### src/hw/rtl/msol_pkg.sv
`timescale 1ns / 1ps
`default_nettype none

package msol_pkg;

   // request word types
   localparam logic [2:0] REQ_WRITE = 3'd0;
   localparam logic [2:0] REQ_READ  = 3'd1;
   localparam logic [2:0] REQ_BYTE  = 3'd2;
   localparam logic [2:0] REQ_DRAIN = 3'd3;
   localparam logic [2:0] REQ_TICK  = 3'd4;

   // link status codes
   localparam logic [2:0] ST_NONE    = 3'd0;
   localparam logic [2:0] ST_WAIT    = 3'd1;
   localparam logic [2:0] ST_SUCCESS = 3'd2;
   localparam logic [2:0] ST_ERROR   = 3'd3;
   localparam logic [2:0] ST_BUSY    = 3'd4;

   localparam logic [7:0]  OP_READ   = 8'h10;
   localparam logic [7:0]  OP_WRITE  = 8'h11;
   localparam logic [7:0]  ACK_OK    = 8'h4F;  // 'O'
   localparam logic [7:0]  ACK_FAIL  = 8'h46;  // 'F'
   localparam logic [15:0] CRC_POLY  = 16'h1021;
   localparam logic [15:0] CRC_MSB   = 16'h8000;
   localparam logic [15:0] TIMEOUT_RESET = 16'd500;
   localparam int          FRAME_MAX = 11;

   typedef struct packed {
      logic [2:0]  req_type;
      logic [15:0] object_index;
      logic [7:0]  object_subindex;
      logic [7:0]  node_id;
      logic [31:0] write_value;
      logic [7:0]  rx_byte;
   } msol_req_type;

   typedef struct packed {
      logic        tx_valid;
      logic [7:0]  tx_byte;
      logic        last;
      logic [2:0]  link_status;
      logic [31:0] reply_error_code;
      logic [31:0] reply_data;
   } msol_rsp_type;

   // everything one request word produces; count 0 means a single word without tx
   typedef struct packed {
      logic [3:0]                     count;
      logic [FRAME_MAX-1:0][7:0]      bytes;
      logic [2:0]                     status;
      logic [31:0]                    err;
      logic [31:0]                    dat;
   } msol_desc_type;

   // one byte through CRC-16, MSB first
   function automatic logic [15:0] crc_step(input logic [15:0] crc, input logic [7:0] b);
      logic [15:0] c;
      c = crc ^ {b, 8'h00};
      for (int i = 0; i < 8; i++) begin
         if ((c & CRC_MSB) != 16'h0000) begin
            c = {c[14:0], 1'b0} ^ CRC_POLY;
         end else begin
            c = {c[14:0], 1'b0};
         end
      end
      return c;
   endfunction

endpackage

`default_nettype wire

### src/hw/rtl/msol_ctrl.sv
`timescale 1ns / 1ps
`default_nettype none

module msol_ctrl (
   input  wire logic                   clock,
   input  wire logic                   reset,
   input  wire logic                   accept,
   input  wire msol_pkg::msol_req_type req,
   input  wire logic                   csr_wr_en,
   input  wire logic [15:0]            csr_wr_data,
   output msol_pkg::msol_desc_type     desc
);

   typedef enum logic [3:0] {
      PH_READY, PH_SEND_OP, PH_WAIT_BACK, PH_SEND_FRAME, PH_WAIT_EACK,
      PH_WAIT_ROP, PH_SEND_RBACK, PH_WAIT_RPAY, PH_SEND_REACK
   } phase_type;

   phase_type   phase_ff, phase_in;
   logic [15:0] timeout_ff;
   logic [15:0] ticks_ff, ticks_in;
   logic [2:0]  held_ff, held_in;
   logic [3:0]  rc_ff, rc_in;
   logic [3:0]  exp_ff, exp_in;
   logic        ack_ok_ff, ack_ok_in;
   logic        is_wr_ff, is_wr_in;
   logic [8:0][7:0] out_ff, out_in;   // outbound frame less its CRC
   logic [8:1][7:0] inb_ff, inb_in;   // inbound bytes that hold the two dwords
   logic [15:0] rcrc_ff, rcrc_in;
   logic [7:0]  pend_ff, pend_in;
   logic [15:0] ocrc;
   logic        rejected;
   logic        coll;
   logic [2:0]  st;
   logic [7:0]  b;

   assign b = req.rx_byte;

   // outbound CRC over opcode, length byte, then each word high byte first
   always_comb begin
      ocrc = msol_pkg::crc_step(16'h0000, is_wr_ff ? msol_pkg::OP_WRITE : msol_pkg::OP_READ);
      ocrc = msol_pkg::crc_step(ocrc, out_ff[0]);
      ocrc = msol_pkg::crc_step(msol_pkg::crc_step(ocrc, out_ff[2]), out_ff[1]);
      ocrc = msol_pkg::crc_step(msol_pkg::crc_step(ocrc, out_ff[4]), out_ff[3]);
      if (is_wr_ff) begin
         ocrc = msol_pkg::crc_step(msol_pkg::crc_step(ocrc, out_ff[6]), out_ff[5]);
         ocrc = msol_pkg::crc_step(msol_pkg::crc_step(ocrc, out_ff[8]), out_ff[7]);
      end
   end

   always_comb begin
      phase_in  = phase_ff;
      ticks_in  = ticks_ff;
      held_in   = held_ff;
      rc_in     = rc_ff;
      exp_in    = exp_ff;
      ack_ok_in = ack_ok_ff;
      is_wr_in  = is_wr_ff;
      out_in    = out_ff;
      inb_in    = inb_ff;
      rcrc_in   = rcrc_ff;
      pend_in   = pend_ff;
      rejected  = 1'b0;
      coll      = 1'b0;
      desc      = '0;

      unique case (req.req_type) inside
         msol_pkg::REQ_WRITE, msol_pkg::REQ_READ: begin
            if (phase_ff != PH_READY) begin
               rejected = 1'b1;
            end else begin
               is_wr_in  = (req.req_type == msol_pkg::REQ_WRITE);
               out_in[0] = is_wr_in ? 8'd3 : 8'd1;
               out_in[1] = req.object_index[7:0];
               out_in[2] = req.object_index[15:8];
               out_in[3] = req.object_subindex;
               out_in[4] = req.node_id;
               out_in[5] = req.write_value[7:0];
               out_in[6] = req.write_value[15:8];
               out_in[7] = req.write_value[23:16];
               out_in[8] = req.write_value[31:24];
               exp_in    = is_wr_in ? 4'd7 : 4'd11;
               rc_in     = 4'd0;
               ack_ok_in = 1'b0;
               phase_in  = PH_SEND_OP;
               held_in   = msol_pkg::ST_WAIT;
               ticks_in  = timeout_ff;
               desc.count    = 4'd1;
               desc.bytes[0] = is_wr_in ? msol_pkg::OP_WRITE : msol_pkg::OP_READ;
            end
         end
         msol_pkg::REQ_BYTE: begin
            unique case (phase_ff) inside
               PH_SEND_OP, PH_WAIT_BACK: begin
                  if (b == msol_pkg::ACK_OK) begin
                     for (int k = 0; k < 5; k++) desc.bytes[k] = out_ff[k];
                     if (is_wr_ff) begin
                        for (int k = 5; k < 9; k++) desc.bytes[k] = out_ff[k];
                        desc.bytes[9]  = ocrc[7:0];
                        desc.bytes[10] = ocrc[15:8];
                        desc.count     = 4'd11;
                     end else begin
                        desc.bytes[5] = ocrc[7:0];
                        desc.bytes[6] = ocrc[15:8];
                        desc.count    = 4'd7;
                     end
                     phase_in = PH_SEND_FRAME;
                     ticks_in = timeout_ff;
                  end else begin
                     phase_in = PH_READY;
                     held_in  = msol_pkg::ST_ERROR;
                  end
               end
               PH_SEND_FRAME, PH_WAIT_EACK: begin
                  if (b == msol_pkg::ACK_OK) begin
                     phase_in = PH_WAIT_ROP;
                     ticks_in = timeout_ff;
                  end else begin
                     phase_in = PH_READY;
                     held_in  = msol_pkg::ST_ERROR;
                  end
               end
               PH_WAIT_ROP: begin
                  ack_ok_in     = (b == 8'h00);
                  desc.count    = 4'd1;
                  desc.bytes[0] = ack_ok_in ? msol_pkg::ACK_OK : msol_pkg::ACK_FAIL;
                  phase_in      = PH_SEND_RBACK;
                  ticks_in      = timeout_ff;
               end
               PH_SEND_RBACK: coll = ack_ok_ff;
               PH_WAIT_RPAY:  coll = 1'b1;
               default: ;
            endcase
         end
         msol_pkg::REQ_DRAIN: begin
            unique case (phase_ff)
               PH_SEND_OP:    phase_in = PH_WAIT_BACK;
               PH_SEND_FRAME: phase_in = PH_WAIT_EACK;
               PH_SEND_RBACK: begin
                  if (ack_ok_ff) begin
                     phase_in = PH_WAIT_RPAY;
                  end else begin
                     phase_in = PH_READY;
                     held_in  = msol_pkg::ST_ERROR;
                  end
               end
               PH_SEND_REACK: begin
                  phase_in = PH_READY;
                  held_in  = ack_ok_ff ? msol_pkg::ST_SUCCESS : msol_pkg::ST_ERROR;
               end
               default: ;
            endcase
         end
         msol_pkg::REQ_TICK: begin
            if (phase_ff != PH_READY) begin
               if (ticks_ff <= 16'd1) begin
                  ticks_in = 16'd0;
                  phase_in = PH_READY;
                  held_in  = msol_pkg::ST_ERROR;
               end else begin
                  ticks_in = ticks_ff - 16'd1;
               end
            end
         end
         default: ;
      endcase

      // reply payload: the CRC runs as bytes arrive, low byte of a word held back
      if (coll) begin
         rc_in = rc_ff + 4'd1;
         if (rc_ff >= 4'd1 && rc_ff <= 4'd8) inb_in[rc_ff] = b;
         if (rc_ff == 4'd0) begin
            rcrc_in = msol_pkg::crc_step(16'h0000, b);
         end else if (rc_ff <= exp_ff - 4'd3) begin
            if (rc_ff[0]) begin
               pend_in = b;
            end else begin
               rcrc_in = msol_pkg::crc_step(msol_pkg::crc_step(rcrc_ff, b), pend_ff);
            end
         end else if (rc_ff == exp_ff - 4'd2) begin
            pend_in = b;
         end
         if (rc_in == exp_ff) begin
            ack_ok_in     = (rcrc_ff == {b, pend_ff});
            desc.count    = 4'd1;
            desc.bytes[0] = ack_ok_in ? msol_pkg::ACK_OK : msol_pkg::ACK_FAIL;
            phase_in      = PH_SEND_REACK;
            ticks_in      = timeout_ff;
         end
      end

      st = rejected ? msol_pkg::ST_BUSY : held_in;
      desc.status = st;
      if (st == msol_pkg::ST_SUCCESS) begin
         desc.err = {inb_ff[4], inb_ff[3], inb_ff[2], inb_ff[1]};
         if (exp_ff == 4'd11) desc.dat = {inb_ff[8], inb_ff[7], inb_ff[6], inb_ff[5]};
      end
   end

   always_ff @(posedge clock) begin
      if (reset) begin
         phase_ff   <= PH_READY;
         timeout_ff <= msol_pkg::TIMEOUT_RESET;
         ticks_ff   <= 16'd0;
         held_ff    <= msol_pkg::ST_NONE;
         rc_ff      <= 4'd0;
         exp_ff     <= 4'd0;
         ack_ok_ff  <= 1'b0;
      end else begin
         if (csr_wr_en) timeout_ff <= csr_wr_data;
         if (accept) begin
            phase_ff  <= phase_in;
            ticks_ff  <= ticks_in;
            held_ff   <= held_in;
            rc_ff     <= rc_in;
            exp_ff    <= exp_in;
            ack_ok_ff <= ack_ok_in;
         end
      end
   end

   always_ff @(posedge clock) begin
      if (accept) begin
         is_wr_ff <= is_wr_in;
         out_ff   <= out_in;
         inb_ff   <= inb_in;
         rcrc_ff  <= rcrc_in;
         pend_ff  <= pend_in;
      end
   end

endmodule

`default_nettype wire

### src/hw/rtl/msol_serializer.sv
`timescale 1ns / 1ps
`default_nettype none

module msol_serializer (
   input  wire logic                    clock,
   input  wire logic                    reset,
   input  wire logic                    load,
   input  wire msol_pkg::msol_desc_type desc,
   output logic                         free,
   output logic                         rsp_valid,
   input  wire logic                    rsp_stall,
   output msol_pkg::msol_rsp_type       rsp_data
);

   msol_pkg::msol_desc_type desc_ff;
   logic       valid_ff;
   logic [3:0] idx_ff;
   logic       last;

   assign last = (desc_ff.count == 4'd0) || (idx_ff == desc_ff.count - 4'd1);
   assign free = !valid_ff || (!rsp_stall && last);

   assign rsp_valid                 = valid_ff;
   assign rsp_data.tx_valid         = (desc_ff.count != 4'd0);
   assign rsp_data.tx_byte          = desc_ff.bytes[idx_ff];
   assign rsp_data.last             = last;
   assign rsp_data.link_status      = desc_ff.status;
   assign rsp_data.reply_error_code = desc_ff.err;
   assign rsp_data.reply_data       = desc_ff.dat;

   always_ff @(posedge clock) begin
      if (reset) begin
         valid_ff <= 1'b0;
         idx_ff   <= 4'd0;
      end else if (load) begin
         valid_ff <= 1'b1;
         idx_ff   <= 4'd0;
      end else if (valid_ff && !rsp_stall) begin
         if (last) valid_ff <= 1'b0;
         idx_ff <= idx_ff + 4'd1;
      end
   end

   always_ff @(posedge clock) begin
      if (load) desc_ff <= desc;
   end

endmodule

`default_nettype wire

### src/hw/rtl/motor_drive_serial_object_link.sv
`timescale 1ns / 1ps
`default_nettype none

// channel | ports                              | carries
// --------+------------------------------------+-------------------------------
// req     | req_valid, req_stall, req_data     | one event word per accept
// rsp     | rsp_valid, rsp_stall, rsp_data     | 1 to 11 words per event word
// csr     | csr_wr_en, csr_wr_data             | timeout_ticks, no read-back
//
// An event word is decoded in the cycle it is accepted; its results sit in the
// serializer from the next cycle, one word per cycle that rsp_stall is low.
// The input takes a new word in the same cycle the last result of the previous
// one leaves, and none while earlier results are still going out (the
// outbound frame burst of 7 or 11 bytes is the long case).
// Reset is synchronous: link idle, status none, timeout 500 ticks.
// A stall on rsp holds the current result and, through req_stall, the input.

module motor_drive_serial_object_link (
   input  wire logic                   clock,
   input  wire logic                   reset,
   input  wire logic                   req_valid,
   output logic                        req_stall,
   input  wire msol_pkg::msol_req_type req_data,
   output logic                        rsp_valid,
   input  wire logic                   rsp_stall,
   output msol_pkg::msol_rsp_type      rsp_data,
   input  wire logic                   csr_wr_en,
   input  wire logic [15:0]            csr_wr_data
);

   msol_pkg::msol_desc_type desc;
   logic free;
   logic accept;

   assign req_stall = !free;
   assign accept    = req_valid && free;

   // protocol engine: link phase, frames, CRCs, timeout
   msol_ctrl u_ctrl (
      .clock       (clock),
      .reset       (reset),
      .accept      (accept),
      .req         (req_data),
      .csr_wr_en   (csr_wr_en),
      .csr_wr_data (csr_wr_data),
      .desc        (desc)
   );

   // result register, walks the tx bytes out one word at a time
   msol_serializer u_ser (
      .clock     (clock),
      .reset     (reset),
      .load      (accept),
      .desc      (desc),
      .free      (free),
      .rsp_valid (rsp_valid),
      .rsp_stall (rsp_stall),
      .rsp_data  (rsp_data)
   );

endmodule

`default_nettype wire

### config.mk
export PLATFORM = sky130hd
export DESIGN_NAME = motor_drive_serial_object_link
export DESIGN_NICKNAME = d
export VERILOG_FILES = /design/src/hw/rtl/msol_pkg.sv /design/src/hw/rtl/msol_ctrl.sv /design/src/hw/rtl/msol_serializer.sv /design/src/hw/rtl/motor_drive_serial_object_link.sv
export SDC_FILE = /design/constraint.sdc
export NUM_CORES = 1
export LEC_CHECK = 0
export ABC_AREA = 0
export BUFFER_PORTS_ARGS = -buffer_cell sky130_fd_sc_hd__buf_2
export CAP_MARGIN = 20
export CORE_ASPECT_RATIO = 0.6
export CORE_MARGIN = 4
export CORE_UTILIZATION = 50
export CTS_BUF_LIST = sky130_fd_sc_hd__clkbuf_4 sky130_fd_sc_hd__clkbuf_8
export CTS_CLUSTER_SIZE = 12
export DETAILED_ROUTE_END_ITERATION = 8
export GPL_ROUTABILITY_DRIVEN = 0
export PLACE_DENSITY = 0.69
export SYNTH_ARGS = -nofsm -noshare
export SYNTH_HDL_FRONTEND = slang
export SYNTH_SLANG_ARGS = --single-unit
### constraint.sdc
create_clock -name clock -period 8.2 [get_ports clock]
set_input_delay 1.64 -clock clock [delete_from_list [all_inputs] [get_ports clock]]
set_output_delay 1.64 -clock clock [all_outputs]
set_load 0.01 [all_outputs]
# --- Word level (Yosys, flattened, before mapping) ---
# Cells that the tools add are included.
# W data, S select, Z words.
totals:
  reg_bits: 373
  input_bits: 96
  out_inout_bits: 79
  word_cells: 516
classes:
  addsub: 6
  order_cmp: 7
  eq_ne: 22
  mux: 285
  bitwise: 117
  reduce_logical: 35
op_table:
  columns: ["op", "n"]
  rows:
  - ["$mux W16", 116]
  - ["$mux W13", 104]
  - ["$not A3 Y3", 103]
  - ["$xor A16 B16 Y16", 11]
  - ["$mux W92", 1]
  - ["$bwmux W64", 1]
  - ["$mux W8", 8]
  - ["$mux W4", 14]
  - ["$pmux W16 S3", 1]
  - ["$bmux W8 S4", 1]
  - ["$demux W8 S4", 1]
  - ["$mux W32", 1]
  - ["$pmux W16 S2", 1]
  - ["$pmux W4 S4", 2]
  - ["$pmux W8 S2", 2]
  - ["$mux W3", 9]
  - ["$eq A16 B16 Y1", 1]
  - ["$eq A4 B3 Y1 const B", 4]
  - ["$le A16 B1 Y1 const B", 1]
  - ["$pmux W4 S2", 2]
  - ["$sub A16 B1 Y16 const B", 1]
  - ["$mux W1", 14]
  - ["$eq A4 B4 Y1", 3]
  - ["$pmux W3 S4", 1]
  - ["36 further kinds", 69]

# --- Depth between registers and ports, before layout ---
depth:
  word_depth: 207
  ltp_mapped: 13
  depth_no_buf: 13

# --- Cells and area by module ---
# From an unflattened synthesis, not the netlist that was laid out.
unflattened:
  cells_unflattened: 1417
  area_unflattened_um2: 18754.2
modules_own_cells:
  columns: ["mod", "instances", "cells_each", "area_each_um2", "seq_area_each_um2"]
  rows:
  - ["msol_ctrl", 1, 1091, 12416.9, 5535.3]
  - ["msol_serializer", 1, 324, 6327.3, 4874.7]
  - ["motor_drive_serial_object_link", 1, 2, 10.0, 0.0]

# --- Worst setup path before layout ---
# Ideal clock, no wire load.
synth_path:
  path_kind: "input port to flip-flop"
  from: "in rsp_stall"
  to: "reg u_ser.desc_ff[100] (netlist name), enable pin"
  setup_time_ns: 0.581
  t_arrival_ns: 6.838
  required_ns: 7.619
  setup_slack_ns: 0.781
  cell_stages: 5
  n_path_buf: 2
  path_cell_list: "o21ai_0 nand2_1 inv_1 buf_1 clkbuf_1"
synth_between:
  elab_chain_len: 4
synth_lines:
  columns: ["element", "line_no", "text"]
  rows:
  - ["from (decl)", "motor_drive_serial_object_link.sv:25", "input wire logic rsp_stall,"]
  - ["$logic_not A1 Y1", "msol_serializer.sv:21", "assign free = !valid_ff || (!rsp_stall && last);"]
  - ["$logic_and A1 B1 Y1", "msol_serializer.sv:21", null]
  - ["$logic_or A1 B1 Y1", "msol_serializer.sv:21", null]
  - ["$logic_and A1 B1 Y1", "motor_drive_serial_object_link.sv:36", "assign accept = req_valid && free;"]
  - ["named net accept", "motor_drive_serial_object_link.sv:33", "logic accept;"]
  - ["to (signal assigned)", "msol_serializer.sv:45", "if (load) desc_ff <= desc;"]
  - ["to (decl)", "msol_serializer.sv:15", "msol_pkg::msol_desc_type desc_ff;"]
# The timed path passes the listed nets, and every way through them passes these cells.
# A chain may end at the register's enable or synchronous reset.

# --- Worst setup path after layout ---
layout_path:
  from: "reg u_ctrl.out_ff[1] (netlist name)"
  to: "reg u_ser.desc_ff[145] (netlist name), data pin"
layout_between:
  elab_chain_len: 107
  elab_cells_between_ends: 158
  classes_between: "mux: 101; bitwise: 57"
layout_lines:
  columns: ["element", "line_no", "text"]
  rows:
  - ["from (decl)", "msol_ctrl.sv:27", "logic [8:0][7:0] out_ff, out_in;"]
  - ["from (signal assigned)", "msol_ctrl.sv:225", "out_ff <= out_in;"]
  - ["$xor A16 B16 Y16 (*)", "msol_pkg.sv:59", "c = crc ^ {b, 8'h00};"]
  - ["$mux W13 (*) (2 in series)", "msol_pkg.sv:61", "if ((c & CRC_MSB) != 16'h0000) begin"]
  - ["$not A3 Y3 (no source line)", null, null]
  - ["$mux W13 (*) (2 in series)", "msol_pkg.sv:61", null]
  - ["$mux W13", "msol_pkg.sv:61", null]
  - ["$xor A16 B16 Y16 (*)", "msol_pkg.sv:59", null]
  - ["$mux W13 (2 in series)", "msol_pkg.sv:61", null]
  - ["$mux W13 (*)", "msol_pkg.sv:61", null]
  - ["(+88 left out)", null, null]
  - ["$mux W16", "msol_ctrl.sv:45", "if (is_wr_ff) begin"]
  - ["$mux W13 or $mux W16 (tied branches)", "msol_pkg.sv:61, msol_ctrl.sv:45", null]
  - ["$mux W16", "msol_ctrl.sv:45", null]
  - ["$not A3 Y3 (no source line) or $mux W16 (tied branches)", null, null]
  - ["$mux W13", "msol_pkg.sv:61", null]
  - ["$mux W16", "msol_ctrl.sv:45", null]
  - ["$mux W13", "msol_pkg.sv:61", null]
  - ["$mux W16 (*)", "msol_ctrl.sv:45", null]
# Every way passes the cells marked *; elsewhere a longest branch is shown, timed or not. The select of a mux whose other input is x is not followed.

==> flow_summary.yaml <==
pwr:
  power_leakage_nw: 7.84
  p_per_area_nw_per_um2: 341
  peakVddDrop_mv: 0.676
clocking:
  postCtsSetupBuffers: 0
  cts_tree: "done"
  clk_pin_slew_ns: 0.07
  clk-insertion-delay-late_ns: 0.61
  cts_root_buffer: "clkbuf_8"
  clock_path_buffers: 3
  cts.sinks: 361
  cts_resized: 0
  ctsHoldBuffers: 0
  cts-buffers-inserted: 55
  htree_levels: 2
setup_path:
  cp_slowest_cell: "xnor3_2"
  cp-start-kind: "register"
  max_stage_delay_ns: 0.56
  cp_max_fo: 50
  path_buf_inv: 1
  crit_type: "reg2reg"
  critical_path_required_ns: 8.65
  worstPathCellList: "buf_4 -> xnor3_2 -> xor3_2 -> xnor3_2 -> xor3_2 -> xor2_2 -> xnor3_2 -> xor2_2 -> xnor3_2 -> xor3_1 -> nor2_1"
  critPathTopFamily: "XOR/XNOR gates"
  path_common_cell: "xnor3_2"
  endpoint_kind: "register"
  cp.arrival_ns: 5.48
yosys:
  synth_top_area_share: 0.503
  ys_types: 62
  syn_avg_cell_area_um2: 12.9
  yosys_warnings: 0
  yosys-top-cells-area: "edfxtp_1 50%, xnor2_1 7.4%, dfxtp_1 5.6%"
  yosys_most_used_dff: "edfxtp_1"
  ys_async_sr_fraction: 0
  synth_top_area_cell: "edfxtp_1"
  syn_area_um2: 18400
  synth_most_common_cell: "edfxtp_1"
  synth_nets: 1542
  syn_inst: 1433
  ys_seq_area_frac: 0.560
  yosys-top-cells-count: "309 x edfxtp_1, 156 x xnor2_1, 131 x nor2_1"
  synth_edf_count: 309
  synth-seq-cells: 361
min_path:
  hold_path.class: "reg2reg"
drt:
  viasPerCell: 5.49
  drt_wl_total_um: 43700
  antenna_left: 0
  vias: 11300
  drc: 0
  drt-initial-drc-count: 1207
  wl_per_cell_um: 21.2
  drt_first_pass_iters: 5
sta:
  max_slew_margin: 0.287
  finalSetupTns_ns: 0
  fin_crit_sh: 0.614
  skew_ns: 0.0256
  finalSetupViolations: 0
  slew_viol_final: 0
  timing.fmax_ghz: 0.199
  hold_viol: 0
  fin_crit_ns: 5.03
  tightest_slew_ns: 1.07
  grt_setup_unrepaired: "false"
placed_design:
  port_buffers: 174
  placedCellCount: 1962
  place_hpwl_um: 30700
floorplan:
  core_um2: 36300
  die_w_um: 256
  ios: 175
  rows: 54
  start_util: 0.507
  dieArea_um2: 40100
  die_y_um: 157
cells_and_area:
  drive_gt1_frac: 0.207
  regArea_um2: 10300
  multiInputGateArea_um2: 7240
  syn2layout_area_growth_pct: 10.2
  layoutNonFillerInstCount: 2061
  num-fill-cells: 3033
  fin_nets: 1652
global_routing:
  overflow: 0
  grt_pass1_wl_um: 66100
  grt_start_max_net_pins: 72
  grt_usage: 0.214
  antenna_found_initial: 1
  grt_pass1_vias: 10800
outcome:
  status: "finished clean"
run:
  maxCapViolCount: 0
path summary, 6_finish.rpt:
path         cells past startpoint                  to  slack [ns]               from
min                              2   u_ctrl.held_ff[2]        0.46  u_ctrl.held_ff[2]
min reg2reg                      2   u_ctrl.held_ff[2]        0.46  u_ctrl.held_ff[2]
max reg2reg                     11  u_ser.desc_ff[145]        3.17   u_ctrl.out_ff[1]
max                             11  u_ser.desc_ff[145]        3.17   u_ctrl.out_ff[1]
worst min-delay path: stages (launching register included):
cell,delay (ns)
dfxtp_1,0.31
nand2b_1,0.06
a21oi_1,0.04
state kept, by name, indices dropped and copies added, names as in the netlist, 4 cells and up:
| register | flops |
|---|---|
| u_ctrl.ticks_ff | 16 |
| u_ctrl.pend_ff | 8 |
| u_ser.idx_ff | 4 |
| u_ctrl.timeout_ff | 16 |
| u_ser.rsp_data | 67 |
| u_ctrl.inb_ff | 64 |
| u_ser.desc_ff | 89 |
| u_ctrl.rcrc_ff | 16 |
| u_ctrl.rc_ff | 4 |
| u_ctrl.out_ff | 65 |
| u_ctrl.phase_ff | 4 |
per-layer routing:
| metal | routed length (µm) | vias to the layer above | GRT usage |
|---|---|---|---|
| met5 | 0 | - | 0 |
| met4 | 623 | 0 | 0.0428 |
| met3 | 4530 | 58 | 0.0624 |
| met2 | 17700 | 504 | 0.291 |
| met1 | 20900 | 5489 | 0.340 |
| li1 | - | 5254 | - |
cells in the final DEF (no fill, tap or decap), types with 25 or more instances in the layout:
cell type | netlist | layout
edfxtp_1 | 309 | 309
buf_2 | 2 | 176
xnor2_1 | 156 | 156
nor2_1 | 131 | 130
and2_1 | 106 | 106
nand2_1 | 59 | 59
clkbuf_8 | 2 | 58
a21oi_1 | 54 | 54
dfxtp_1 | 52 | 52
xor2_1 | 49 | 49
o21ai_0 | 49 | 49
xnor3_1 | 35 | 35
nor3_1 | 27 | 26
mux2i_1 | 25 | 25
report_power, final:
| part | switching, mW | internal [mW] | total (mW) |
|---|---|---|---|
| registers | 0.0350 | 2.06 | 2.09 |
| logic | 1.60 | 1.75 | 3.35 |
| clock network | 0.714 | 0.781 | 1.50 |
layout make-up:
type	instances	area share
sequential	361	0.508
multi-input combinational	912	0.356
timing repair buffer	189	0.0482
clock buffer	78	0.0467
tap	476	0.0293
clock inverter	20	0.00665
inverter	24	0.00468
antenna	1	0.000123
cells by family (layout without fill, tap and decap cells):
logic type	count (synthesis)	in the layout	synth area share
muxes	41	41	0.0307
and+or+nand+nor	404	404	0.109
AOI/OAI and AO/OA	180	180	0.0610
adders and majority gates	13	13	0.00883
buffers and inverters	160	311	0.0483
xor gates and xnor gates	274	274	0.182
other	0	1	0
DFF	361	361	0.560
per-stage QoR:
step | hold slack, ns | worst slack (ns) | area (µm²) | util | power, mW
after floorplan | 0.427 | 0.781 | 18400 | - | 4.88
after global placement | 0.437 | 3.28 | 19200 | 0.529 | 5.45
after detailed placement | 0.446 | 3.23 | 19200 | 0.529 | 5.42
after CTS | 0.455 | 3.19 | 20300 | 0.559 | 6.94
after global routing | 0.486 | 3.01 | 20300 | 0.559 | 7.24
final | 0.456 | 3.17 | 20300 | 0.559 | 6.93
No activity file was read; power rests on OpenSTA's default activity.
